`config.mk`:
```
export PLATFORM = sky130hd
export DESIGN_NAME = timestamp_merge_with_skew_holdback_top
export DESIGN_NICKNAME = d
export VERILOG_FILES = /design/src/tsm_pkg.sv /design/src/tsm_head_ram.sv /design/src/timestamp_merge_with_skew_holdback_top.sv
export SDC_FILE = /design/constraint.sdc
export NUM_CORES = 2
export LEC_CHECK = 0
export ABC_AREA = 1
export BUFFER_PORTS_ARGS = -buffer_cell sky130_fd_sc_hd__buf_2
export CORE_MARGIN = 2
export CORE_UTILIZATION = 62
export DETAILED_ROUTE_END_ITERATION = 6
export PLACE_DENSITY = 0.78
export SLEW_MARGIN = 30
export SYNTH_ARGS = -nofsm -noshare
export SYNTH_HDL_FRONTEND = slang
export SYNTH_HIERARCHICAL = 1
export SYNTH_SLANG_ARGS = --single-unit
```
`constraint.sdc`:
```
create_clock -name clock -period 10.32 [get_ports clock]
set_input_delay 0 -clock clock [delete_from_list [all_inputs] [get_ports clock]]
set_output_delay 0 -clock clock [all_outputs]
set_load 0.01 [all_outputs]
```
`src/tsm_pkg.sv`:
```
// ----------------------------------------------------------------------------
// tsm_pkg: shared definitions of the timestamp merge
// Codes, widths, reset values and types used by the merge and its checker.
// ----------------------------------------------------------------------------
package tsm_pkg;

   // default lane count and register reset values
   localparam int LANES_DEFAULT = 16;
   localparam logic [15:0] SKEW_RESET   = 16'd180;
   localparam logic [4:0]  ACTIVE_RESET = 5'd16;

   // field widths
   localparam int ACTION_W = 2;
   localparam int LANE_W   = 4;
   localparam int WORD_W   = 32;
   localparam int STATUS_W = 3;
   localparam int EMPTY_W  = 5;
   localparam int SKEW_W   = 16;
   localparam int ACTIVE_W = 5;
   localparam int CSR_IDX_W = 4;

   // stream widths
   localparam int REQ_TDATA_W = 104;  // 100 bits of fields padded to bytes
   localparam int RSP_TDATA_W = 144;  // 137 bits of fields padded to bytes
   localparam int RSP_REC_W   = 100;  // out_lane .. out_record_tag

   // actions
   localparam logic [ACTION_W-1:0] ACT_OFFER   = 2'd0;
   localparam logic [ACTION_W-1:0] ACT_TICK    = 2'd1;
   localparam logic [ACTION_W-1:0] ACT_RELEASE = 2'd2;

   // result status codes
   localparam logic [STATUS_W-1:0] ST_ACCEPTED = 3'd0;
   localparam logic [STATUS_W-1:0] ST_REJECTED = 3'd1;
   localparam logic [STATUS_W-1:0] ST_RELEASED = 3'd2;
   localparam logic [STATUS_W-1:0] ST_NONE     = 3'd3;
   localparam logic [STATUS_W-1:0] ST_HELD     = 3'd4;

   // configuration register indexes
   localparam logic [CSR_IDX_W-1:0] CSR_SKEW   = 4'd0;
   localparam logic [CSR_IDX_W-1:0] CSR_ACTIVE = 4'd1;

   typedef enum logic [1:0] {
      S_IDLE,
      S_APPLY,
      S_SCAN,
      S_DECIDE
   } state_type;

   typedef struct packed {
      logic [WORD_W-1:0] record_tag;
      logic [WORD_W-1:0] server_tag;
      logic [WORD_W-1:0] stamp;
   } head_type;

endpackage

```
`src/tsm_head_ram.sv`:
```
// ----------------------------------------------------------------------------
// tsm_head_ram: lane head record store
// One write port and one registered read port, one entry per lane.
// ----------------------------------------------------------------------------
module tsm_head_ram #(
   parameter int LANES = tsm_pkg::LANES_DEFAULT
) (
   input  logic                                 clock,
   input  logic                                 wr_en,
   input  logic [((LANES > 1) ? $clog2(LANES) : 1)-1:0] wr_addr,
   input  tsm_pkg::head_type                    wr_data,
   input  logic [((LANES > 1) ? $clog2(LANES) : 1)-1:0] rd_addr,
   output tsm_pkg::head_type                    rd_data
);

   tsm_pkg::head_type mem [LANES];

   always_ff @(posedge clock) begin
      if (wr_en) begin
         mem[wr_addr] <= wr_data;
      end
   end

   always_ff @(posedge clock) begin
      rd_data <= mem[rd_addr];
   end

endmodule

```
`src/timestamp_merge_with_skew_holdback_top.sv`:
```
// ----------------------------------------------------------------------------
// timestamp_merge_with_skew_holdback_top: time-ordered merge of lane heads
// Holds one head record per lane, takes offers and ticks, and releases the
// oldest head unless clock-skew holdback applies.
// ----------------------------------------------------------------------------
// Each request transaction runs through these steps from acceptance to the
// next possible acceptance: apply an offer or tick; scan, reading one lane head
// per cycle through the single read port of the head store and running it
// through one shared compare unit; decide the release once the response
// register is free; and return to idle to take the next transaction. The
// response is registered; a new request is taken while an earlier response
// still waits. Every request gives exactly one response. Write the
// configuration registers only while the block is idle.
// ----------------------------------------------------------------------------
module timestamp_merge_with_skew_holdback_top #(
   parameter int LANES = tsm_pkg::LANES_DEFAULT
) (
   input  logic                                clock,
   input  logic                                reset,
   // request stream
   input  logic                                req_tvalid,
   output logic                                req_tready,
   // lane[3:0], stamp[35:4], server_tag[67:36], record_tag[99:68], zero pad
   input  logic [tsm_pkg::REQ_TDATA_W-1:0]     req_tdata,
   // action[1:0]
   input  logic [tsm_pkg::ACTION_W-1:0]        req_tuser,
   // response stream
   output logic                                rsp_tvalid,
   input  logic                                rsp_tready,
   // out_lane[3:0], out_stamp[35:4], out_server_tag[67:36],
   // out_record_tag[99:68], now_time[131:100], empty_count[136:132], zero pad
   output logic [tsm_pkg::RSP_TDATA_W-1:0]     rsp_tdata,
   // status[2:0]
   output logic [tsm_pkg::STATUS_W-1:0]        rsp_tuser,
   // configuration write channel
   input  logic                                csr_valid,
   output logic                                csr_ready,
   input  logic [tsm_pkg::CSR_IDX_W-1:0]       csr_index,
   input  logic [tsm_pkg::SKEW_W-1:0]          csr_data
);

   localparam int IDX_W = (LANES > 1) ? $clog2(LANES) : 1;
   localparam int CNT_W = $clog2(LANES + 1);
   localparam int ACT_W = (CNT_W > tsm_pkg::ACTIVE_W) ? CNT_W : tsm_pkg::ACTIVE_W;
   localparam int W     = tsm_pkg::WORD_W;

   // sequencer and configuration
   tsm_pkg::state_type                 state_ff, state_in;
   logic [tsm_pkg::SKEW_W-1:0]         skew_ff, skew_in;
   logic [tsm_pkg::ACTIVE_W-1:0]       active_ff, active_in;
   logic [W-1:0]                       now_ff, now_in;
   logic [LANES-1:0]                   valid_ff, valid_in;

   // latched request
   logic [tsm_pkg::ACTION_W-1:0]       action_ff, action_in;
   logic [tsm_pkg::LANE_W-1:0]         lane_ff, lane_in;
   tsm_pkg::head_type                  rec_ff, rec_in;
   logic [tsm_pkg::STATUS_W-1:0]       op_status_ff, op_status_in;

   // scan
   logic [CNT_W-1:0]                   issue_ff, issue_in;
   logic                               cmp_v_ff, cmp_v_in;
   logic [IDX_W-1:0]                   cmp_idx_ff, cmp_idx_in;
   logic [CNT_W-1:0]                   empty_ff, empty_in;
   logic                               found_ff, found_in;
   logic [IDX_W-1:0]                   best_idx_ff, best_idx_in;
   tsm_pkg::head_type                  best_ff, best_in;

   // response register
   logic                               rsp_v_ff, rsp_v_in;
   logic [tsm_pkg::STATUS_W-1:0]       rsp_status_ff, rsp_status_in;
   logic [tsm_pkg::LANE_W-1:0]         rsp_lane_ff, rsp_lane_in;
   tsm_pkg::head_type                  rsp_rec_ff, rsp_rec_in;
   logic [W-1:0]                       rsp_now_ff, rsp_now_in;
   logic [tsm_pkg::EMPTY_W-1:0]        rsp_empty_ff, rsp_empty_in;

   // head store ports
   logic                               ram_we;
   logic [IDX_W-1:0]                   ram_waddr;
   logic [IDX_W-1:0]                   ram_raddr;
   tsm_pkg::head_type                  ram_rdata;

   // shared compare and holdback arithmetic
   logic [ACT_W-1:0]                   act_ext, act;
   logic                               lane_ok;
   logic [W-1:0]                       d_newer;
   logic                               older;
   logic [W-1:0]                       d_hold;
   logic                               out_free;

   tsm_head_ram #(
      .LANES (LANES)
   ) u_head_ram (
      .clock   (clock),
      .wr_en   (ram_we),
      .wr_addr (ram_waddr),
      .wr_data (rec_ff),
      .rd_addr (ram_raddr),
      .rd_data (ram_rdata)
   );

   assign req_tready = (state_ff == tsm_pkg::S_IDLE);
   assign csr_ready  = 1'b1;
   assign rsp_tvalid = rsp_v_ff;
   assign rsp_tuser  = rsp_status_ff;
   assign rsp_tdata  = {7'd0, rsp_empty_ff, rsp_now_ff, rsp_rec_ff.record_tag,
                        rsp_rec_ff.server_tag, rsp_rec_ff.stamp, rsp_lane_ff};

   // clamp the active lane count to the lanes that exist
   assign act_ext = ACT_W'(active_ff);
   assign act     = (act_ext > ACT_W'(LANES)) ? ACT_W'(LANES) : act_ext;
   assign lane_ok = (ACT_W'(lane_ff) < act) && !valid_ff[IDX_W'(lane_ff)];

   // offers move the estimate only forward, judged modulo 2^32
   assign d_newer = rec_ff.stamp - now_ff;
   // candidate ordering: smaller stamp, then smaller server tag, then lower lane
   assign older   = (ram_rdata.stamp < best_ff.stamp) ||
                    ((ram_rdata.stamp == best_ff.stamp) &&
                     (ram_rdata.server_tag < best_ff.server_tag));
   assign d_hold  = now_ff - W'(skew_ff) - best_ff.stamp;
   assign out_free = !rsp_v_ff || rsp_tready;

   assign ram_we    = (state_ff == tsm_pkg::S_APPLY) && (action_ff == tsm_pkg::ACT_OFFER) &&
                      lane_ok;
   assign ram_waddr = IDX_W'(lane_ff);
   assign ram_raddr = issue_ff[IDX_W-1:0];

   always_comb begin
      state_in      = state_ff;
      skew_in       = skew_ff;
      active_in     = active_ff;
      now_in        = now_ff;
      valid_in      = valid_ff;
      action_in     = action_ff;
      lane_in       = lane_ff;
      rec_in        = rec_ff;
      op_status_in  = op_status_ff;
      issue_in      = issue_ff;
      cmp_v_in      = 1'b0;
      cmp_idx_in    = cmp_idx_ff;
      empty_in      = empty_ff;
      found_in      = found_ff;
      best_idx_in   = best_idx_ff;
      best_in       = best_ff;
      rsp_v_in      = rsp_v_ff && !rsp_tready;
      rsp_status_in = rsp_status_ff;
      rsp_lane_in   = rsp_lane_ff;
      rsp_rec_in    = rsp_rec_ff;
      rsp_now_in    = rsp_now_ff;
      rsp_empty_in  = rsp_empty_ff;

      if (csr_valid) begin
         unique case (csr_index)
            tsm_pkg::CSR_SKEW:   skew_in   = csr_data;
            tsm_pkg::CSR_ACTIVE: active_in = csr_data[tsm_pkg::ACTIVE_W-1:0];
            default: ;
         endcase
      end

      unique case (state_ff)
         tsm_pkg::S_IDLE: begin
            if (req_tvalid) begin
               action_in         = req_tuser;
               lane_in           = req_tdata[3:0];
               rec_in.stamp      = req_tdata[35:4];
               rec_in.server_tag = req_tdata[67:36];
               rec_in.record_tag = req_tdata[99:68];
               state_in          = tsm_pkg::S_APPLY;
            end
         end
         tsm_pkg::S_APPLY: begin
            // apply offer or tick, then prepare the scan
            op_status_in = tsm_pkg::ST_REJECTED;
            unique case (action_ff)
               tsm_pkg::ACT_OFFER: begin
                  if (lane_ok) begin
                     valid_in[IDX_W'(lane_ff)] = 1'b1;
                     if ((d_newer != '0) && !d_newer[W-1]) begin
                        now_in = rec_ff.stamp;
                     end
                     op_status_in = tsm_pkg::ST_ACCEPTED;
                  end
               end
               tsm_pkg::ACT_TICK: begin
                  now_in       = now_ff + W'(1);
                  op_status_in = tsm_pkg::ST_ACCEPTED;
               end
               default: ;
            endcase
            issue_in = '0;
            empty_in = '0;
            found_in = 1'b0;
            state_in = tsm_pkg::S_SCAN;
         end
         tsm_pkg::S_SCAN: begin
            // issue one read per cycle; compare the entry read last cycle
            if (issue_ff != CNT_W'(LANES)) begin
               cmp_v_in   = 1'b1;
               cmp_idx_in = issue_ff[IDX_W-1:0];
               issue_in   = issue_ff + CNT_W'(1);
            end else begin
               state_in = tsm_pkg::S_DECIDE;
            end
            if (cmp_v_ff && (ACT_W'(cmp_idx_ff) < act)) begin
               if (!valid_ff[cmp_idx_ff]) begin
                  empty_in = empty_ff + CNT_W'(1);
               end else if (!found_ff || older) begin
                  found_in    = 1'b1;
                  best_idx_in = cmp_idx_ff;
                  best_in     = ram_rdata;
               end
            end
         end
         tsm_pkg::S_DECIDE: begin
            // wait for the response register to free up, then post the result
            if (out_free) begin
               rsp_v_in      = 1'b1;
               rsp_lane_in   = '0;
               rsp_rec_in    = '0;
               rsp_now_in    = now_ff;
               rsp_empty_in  = tsm_pkg::EMPTY_W'(empty_ff);
               rsp_status_in = op_status_ff;
               if (action_ff == tsm_pkg::ACT_RELEASE) begin
                  priority if (!found_ff) begin
                     rsp_status_in = tsm_pkg::ST_NONE;
                  end else if ((empty_ff != '0) && d_hold[W-1]) begin
                     rsp_status_in = tsm_pkg::ST_HELD;
                  end else begin
                     rsp_status_in         = tsm_pkg::ST_RELEASED;
                     rsp_lane_in           = tsm_pkg::LANE_W'(best_idx_ff);
                     rsp_rec_in            = best_ff;
                     rsp_empty_in          = tsm_pkg::EMPTY_W'(empty_ff + CNT_W'(1));
                     valid_in[best_idx_ff] = 1'b0;
                  end
               end
               state_in = tsm_pkg::S_IDLE;
            end
         end
         default: state_in = tsm_pkg::S_IDLE;
      endcase
   end

   always_ff @(posedge clock) begin
      if (reset) begin
         state_ff  <= tsm_pkg::S_IDLE;
         skew_ff   <= tsm_pkg::SKEW_RESET;
         active_ff <= tsm_pkg::ACTIVE_RESET;
         now_ff    <= '0;
         valid_ff  <= '0;
         rsp_v_ff  <= 1'b0;
         cmp_v_ff  <= 1'b0;
         issue_ff  <= '0;
         empty_ff  <= '0;
         found_ff  <= 1'b0;
      end else begin
         state_ff  <= state_in;
         skew_ff   <= skew_in;
         active_ff <= active_in;
         now_ff    <= now_in;
         valid_ff  <= valid_in;
         rsp_v_ff  <= rsp_v_in;
         cmp_v_ff  <= cmp_v_in;
         issue_ff  <= issue_in;
         empty_ff  <= empty_in;
         found_ff  <= found_in;
      end
   end

   always_ff @(posedge clock) begin
      action_ff     <= action_in;
      lane_ff       <= lane_in;
      rec_ff        <= rec_in;
      op_status_ff  <= op_status_in;
      cmp_idx_ff    <= cmp_idx_in;
      best_idx_ff   <= best_idx_in;
      best_ff       <= best_in;
      rsp_status_ff <= rsp_status_in;
      rsp_lane_ff   <= rsp_lane_in;
      rsp_rec_ff    <= rsp_rec_in;
      rsp_now_ff    <= rsp_now_in;
      rsp_empty_ff  <= rsp_empty_in;
   end

endmodule

```
==> insert_results.sql <==
INSERT INTO impl_metrics (metric_group, metric, value, unit) VALUES
('timing', 'worst-slew-pin-transition', '1.13', 'ns'),
('logic_synthesis', 'yosysWarningCount', '6', ''),
('worst_setup_path', 'worst_setup_path_end_kind', 'flop', ''),
('route', 'wl_met3', '22300', 'µm'),
('logic_synthesis', 'synth_edf_count', '1883', ''),
('clocking', 'clock_path_buffers', '3', ''),
('floorplanning', 'core.rowCount', '139', ''),
('route', 'drtAntennaViolNets', '0', ''),
('global_routing', 'grt_antenna_before_repair', '3', ''),
('final_layout', 'flow.area_growth_from_synthesis', '13.1', '%'),
('hold_path', 'hold_path_class', 'in2reg', ''),
('floorplanning', 'initial_core_util', '0.624', ''),
('worst_setup_path', 'criticalPathCategory', 'reg2reg', ''),
('route', 'totalWireLength', '226000', 'µm'),
('clocking', 'clkLatencyLatePin', '0.87', 'ns'),
('timing', 'rsz0062_at_grt', 'no', ''),
('logic_synthesis', 'synthesis.area_per_instance', '10.4', 'µm²'),
('global_routing', 'total_overflow_reported_by_the_global_router', '0', ''),
('clocking', 'cts_setup_buffers', '0', ''),
('timing', 'timing.final.hold_violations', '0', ''),
('clocking', 'cts_buffers', '200', ''),
('logic_synthesis', 'post_synth_instance_area', '0.0895', 'mm²'),
('run_status', 'status', 'finished clean', ''),
('worst_setup_path', 'critical_path_peak_fanout', '47', ''),
('timing', 'period_minus_slack', '4.78', 'ns'),
('global_routing', 'wire_length_of_the_first_global_routing_pass', '342000', 'µm'),
('logic_synthesis', 'yosysMostFrequentCell', 'sky130_fd_sc_hd__nand2_1', ''),
('final_layout', 'layout-drive-gt1-share', '0.0757', ''),
('place', 'io_buffers', '268', ''),
('worst_setup_path', 'critical_path_arrival', '5.24', 'ns'),
('final_layout', 'fillers', '9574', ''),
('logic_synthesis', 'sequential_fraction_of_the_synthesis_area', '0.672', ''),
('route', 'drtIter0Drc', '6959', ''),
('logic_synthesis', 'synth.top_cells.by_count', 'sky130_fd_sc_hd__nand2_1 (2464), sky130_fd_sc_hd__edfxtp_1 (1883), sky130_fd_sc_hd__inv_1 (1526), sky130_fd_sc_hd__nand3_1 (1247), sky130_fd_sc_hd__nor2_1 (306)', ''),
('logic_synthesis', 'synth-seq-cells', '2063', ''),
('route', 'highest-signal-layer', 'met5', ''),
('logic_synthesis', 'synthesis.instances', '8565', ''),
('power', 'power.density', '213', 'mW/mm²'),
('global_routing', 'number_of_global_route_vias_before_repair', '61000', ''),
('route', 'total_via_count_after_detailed_routing', '62300', ''),
('route', 'detail_route.wl_per_cell', '20.4', 'µm'),
('clocking', 'clock-root-buffer', 'sky130_fd_sc_hd__clkbuf_16', ''),
('logic_synthesis', 'synth.area.top_cells', 'sky130_fd_sc_hd__edfxtp_1 (63%), sky130_fd_sc_hd__nand2_1 (10%), sky130_fd_sc_hd__nand3_1 (7.0%)', ''),
('logic_synthesis', 'postSynth.asyncResetShare', '0', ''),
('global_routing', 'global_route_usage_over_all_layers', '0.305', ''),
('logic_synthesis', 'synth_largest_type_area_fraction', '0.632', ''),
('route', 'route.detailed.drc', '0', ''),
('floorplanning', 'die_height', '384', 'µm'),
('final_layout', 'finalNetCount', '9307', ''),
('timing', 'fin_crit_sh', '0.463', ''),
('route', 'post_drt_via_cell_ratio', '5.62', ''),
('logic_synthesis', 'synth.lib_cells_used.distinct', '60', ''),
('timing', 'fin_worst_hold_slack', '0.0853', 'ns'),
('power', 'ir_drop', '0.338', 'mV'),
('floorplanning', 'ios', '281', ''),
('timing', 'worst_clock_skew', '0.0895', 'ns'),
('timing', 'maxClockFrequency', '209', 'MHz'),
('route', 'firstDrtPassIters', '6', ''),
('route', 'routedLengthMet1', '86600', 'µm'),
('clocking', 'cts_max_level', '4', ''),
('timing', 'finalSetupViolCount', '0', ''),
('place', 'hpwlAfterDp', '117000', 'µm'),
('floorplanning', 'design.die.area', '0.147', 'mm²'),
('power', 'power_leakage', '0.0431', 'µW'),
('logic_synthesis', 'ys.flop_type', 'sky130_fd_sc_hd__edfxtp_1', ''),
('clocking', 'tritoncts_clock_tree', 'built', ''),
('timing', 'max_slew_margin', '0.249', ''),
('clocking', 'clock_sink_count', '2063', ''),
('global_routing', 'grt_start_max_net_pins', '206', ''),
('logic_synthesis', 'yosysTopAreaCell', 'sky130_fd_sc_hd__edfxtp_1', ''),
('worst_setup_path', 'cp_data_required_time', '10.78', 'ns'),
('floorplanning', 'die-width', '384', 'µm'),
('timing', 'totalNegativeSetupSlack', '0', 'ns'),
('route', 'met2_length', '109000', 'µm'),
('floorplanning', 'fp.coreArea', '0.143', 'mm²'),
('clocking', 'clkSlewWorstSetupHoldPaths', '0.07', 'ns'),
('run', 'drv.max_cap_violation_count', '0', ''),
('place', 'gpl.final_weighted_congestion', '0.874', ''),
('worst_setup_path', 'cp-start-kind', 'flop', ''),
('timing', 'final-max-slew-violation-count', '0', '');
## placed cells by master, fill, tap and decap left out, types with 11 or more instances in the layout
master                          instances
sky130_fd_sc_hd__buf_4                 51
sky130_fd_sc_hd__nor3_1                26
sky130_fd_sc_hd__clkbuf_8              24
sky130_fd_sc_hd__clkbuf_16            202
sky130_fd_sc_hd__dfxtp_1              176
sky130_fd_sc_hd__ha_1                 156
sky130_fd_sc_hd__nand4_1               26
sky130_fd_sc_hd__clkinv_2              34
sky130_fd_sc_hd__a21oi_1              130
sky130_fd_sc_hd__xor2_1                32
sky130_fd_sc_hd__inv_1               1524
sky130_fd_sc_hd__dlygate4sd3_1        257
sky130_fd_sc_hd__buf_2                268
sky130_fd_sc_hd__clkbuf_1              59
sky130_fd_sc_hd__buf_6                 11
sky130_fd_sc_hd__buf_12                13
sky130_fd_sc_hd__clkinv_1              28
sky130_fd_sc_hd__nor2_4                17
sky130_fd_sc_hd__edfxtp_1            1883
sky130_fd_sc_hd__o21ai_0               86
sky130_fd_sc_hd__fa_1                  15
sky130_fd_sc_hd__nand2_1             2463
sky130_fd_sc_hd__nor2_1               290
sky130_fd_sc_hd__nand3_1             1247
## kinds of logic after synthesis
family                     synth area share
AOI/OAI and AO/OA                    0.0172
and+or+nand+nor                       0.193
buffers and inverters                0.0882
adders and majority gates            0.0252
muxes                               0.00101
DFF                                   0.672
xor gates and xnor gates            0.00323
other                             0.0000839
## power by group
part,internal [µW],switching [µW],leakage [µW]
Sequential,9890,541,0.0185
Combinational,1220,2740,0.0214
Clock,4030,3130,0.00316
## metal layers
| layer | vias up | track usage |
|---|---|---|
| li1 | 28700 | - |
| met1 | 29500 | 0.403 |
| met2 | 3472 | 0.507 |
| met3 | 600 | 0.0492 |
| met4 | 4 | 0.125 |
| met5 | - | 0 |
## path summary, 6_finish.rpt
kind / from / to / slack [ns] / cells past startpoint
setup / recovery: act_ext[0] / u_head_ram/mem[11][47] / 5.54 / 14
setup reg to reg: act_ext[0] / u_head_ram/mem[11][47] / 5.54 / 14
hold reg to reg: u_head_ram/rd_data[51] / best_ff[51] / 0.39 / 0
hold / removal: csr_data[14] / skew_ff[14] / 0.09 / 4
## sequential cells by signal, summed over array words and instances (netlist names), 3 cells and up
| name | cells |
|---|---|
| u_head_ram/mem | 1536 |
| rsp_lane_ff | 4 |
| rsp_tuser | 3 |
| cmp_idx_ff | 4 |
| act_ext | 5 |
| now_ff | 32 |
| valid_ff | 16 |
| best_idx_ff | 4 |
| rec_ff | 96 |
| rsp_now_ff | 32 |
| issue_ff | 5 |
| best_ff | 96 |
| rsp_empty_ff | 5 |
| u_head_ram/rd_data | 96 |
| lane_ff | 4 |
| rsp_tdata | 96 |
| empty_ff | 5 |
| skew_ff | 16 |
## worst max-delay path, stage by stage (launching register included)
cell and delay [ns]:
sky130_fd_sc_hd__dfxtp_1 0.33, sky130_fd_sc_hd__nor4_1 0.32, sky130_fd_sc_hd__o21ai_0 0.21, sky130_fd_sc_hd__ha_1 0.30, sky130_fd_sc_hd__o21ai_0 0.07, sky130_fd_sc_hd__a21boi_1 0.09
sky130_fd_sc_hd__o21a_1 0.17, sky130_fd_sc_hd__nor2_1 0.10, sky130_fd_sc_hd__o21bai_2 0.10, sky130_fd_sc_hd__nor2_1 0.34, sky130_fd_sc_hd__nand3b_1 0.39, sky130_fd_sc_hd__nor2_4 0.21
sky130_fd_sc_hd__buf_4 0.79, sky130_fd_sc_hd__buf_4 0.57, sky130_fd_sc_hd__buf_12 0.30
## per-stage QoR
step	setup WS (ns)	util	cells	instance area, µm²	power (µW)
floorplan	0.770	-	8571	89500	13300
global placement	5.61	0.641	10400	91900	14200
detailed placement	5.57	0.641	10400	92000	14300
CTS	5.47	0.705	11100	101000	21500
global route	5.29	0.705	11100	101000	22400
finish	5.54	0.705	11100	101000	21500
## timing repair
| item | 4_1_cts | 5_1_grt |
|---|---|---|
| hold buffers | 257 | 0 |
| resized for setup | 0 | 0 |
| hold endpoints to repair | 158 | 0 |
## layout make-up
| class | instances | area, µm² | area share |
|---|---|---|---|
| sequential | 2063 | 60200 | 0.595 |
| multi-input combinational | 4608 | 21600 | 0.214 |
| inverter | 1530 | 5780 | 0.0572 |
| clock buffer | 285 | 5610 | 0.0554 |
| timing repair buffer | 602 | 4740 | 0.0468 |
| tap | 1903 | 2380 | 0.0235 |
| clock inverter | 93 | 885 | 0.00874 |
| antenna | 2 | 5.00 | 0.0000495 |
Power figures use the tool's default switching activity.
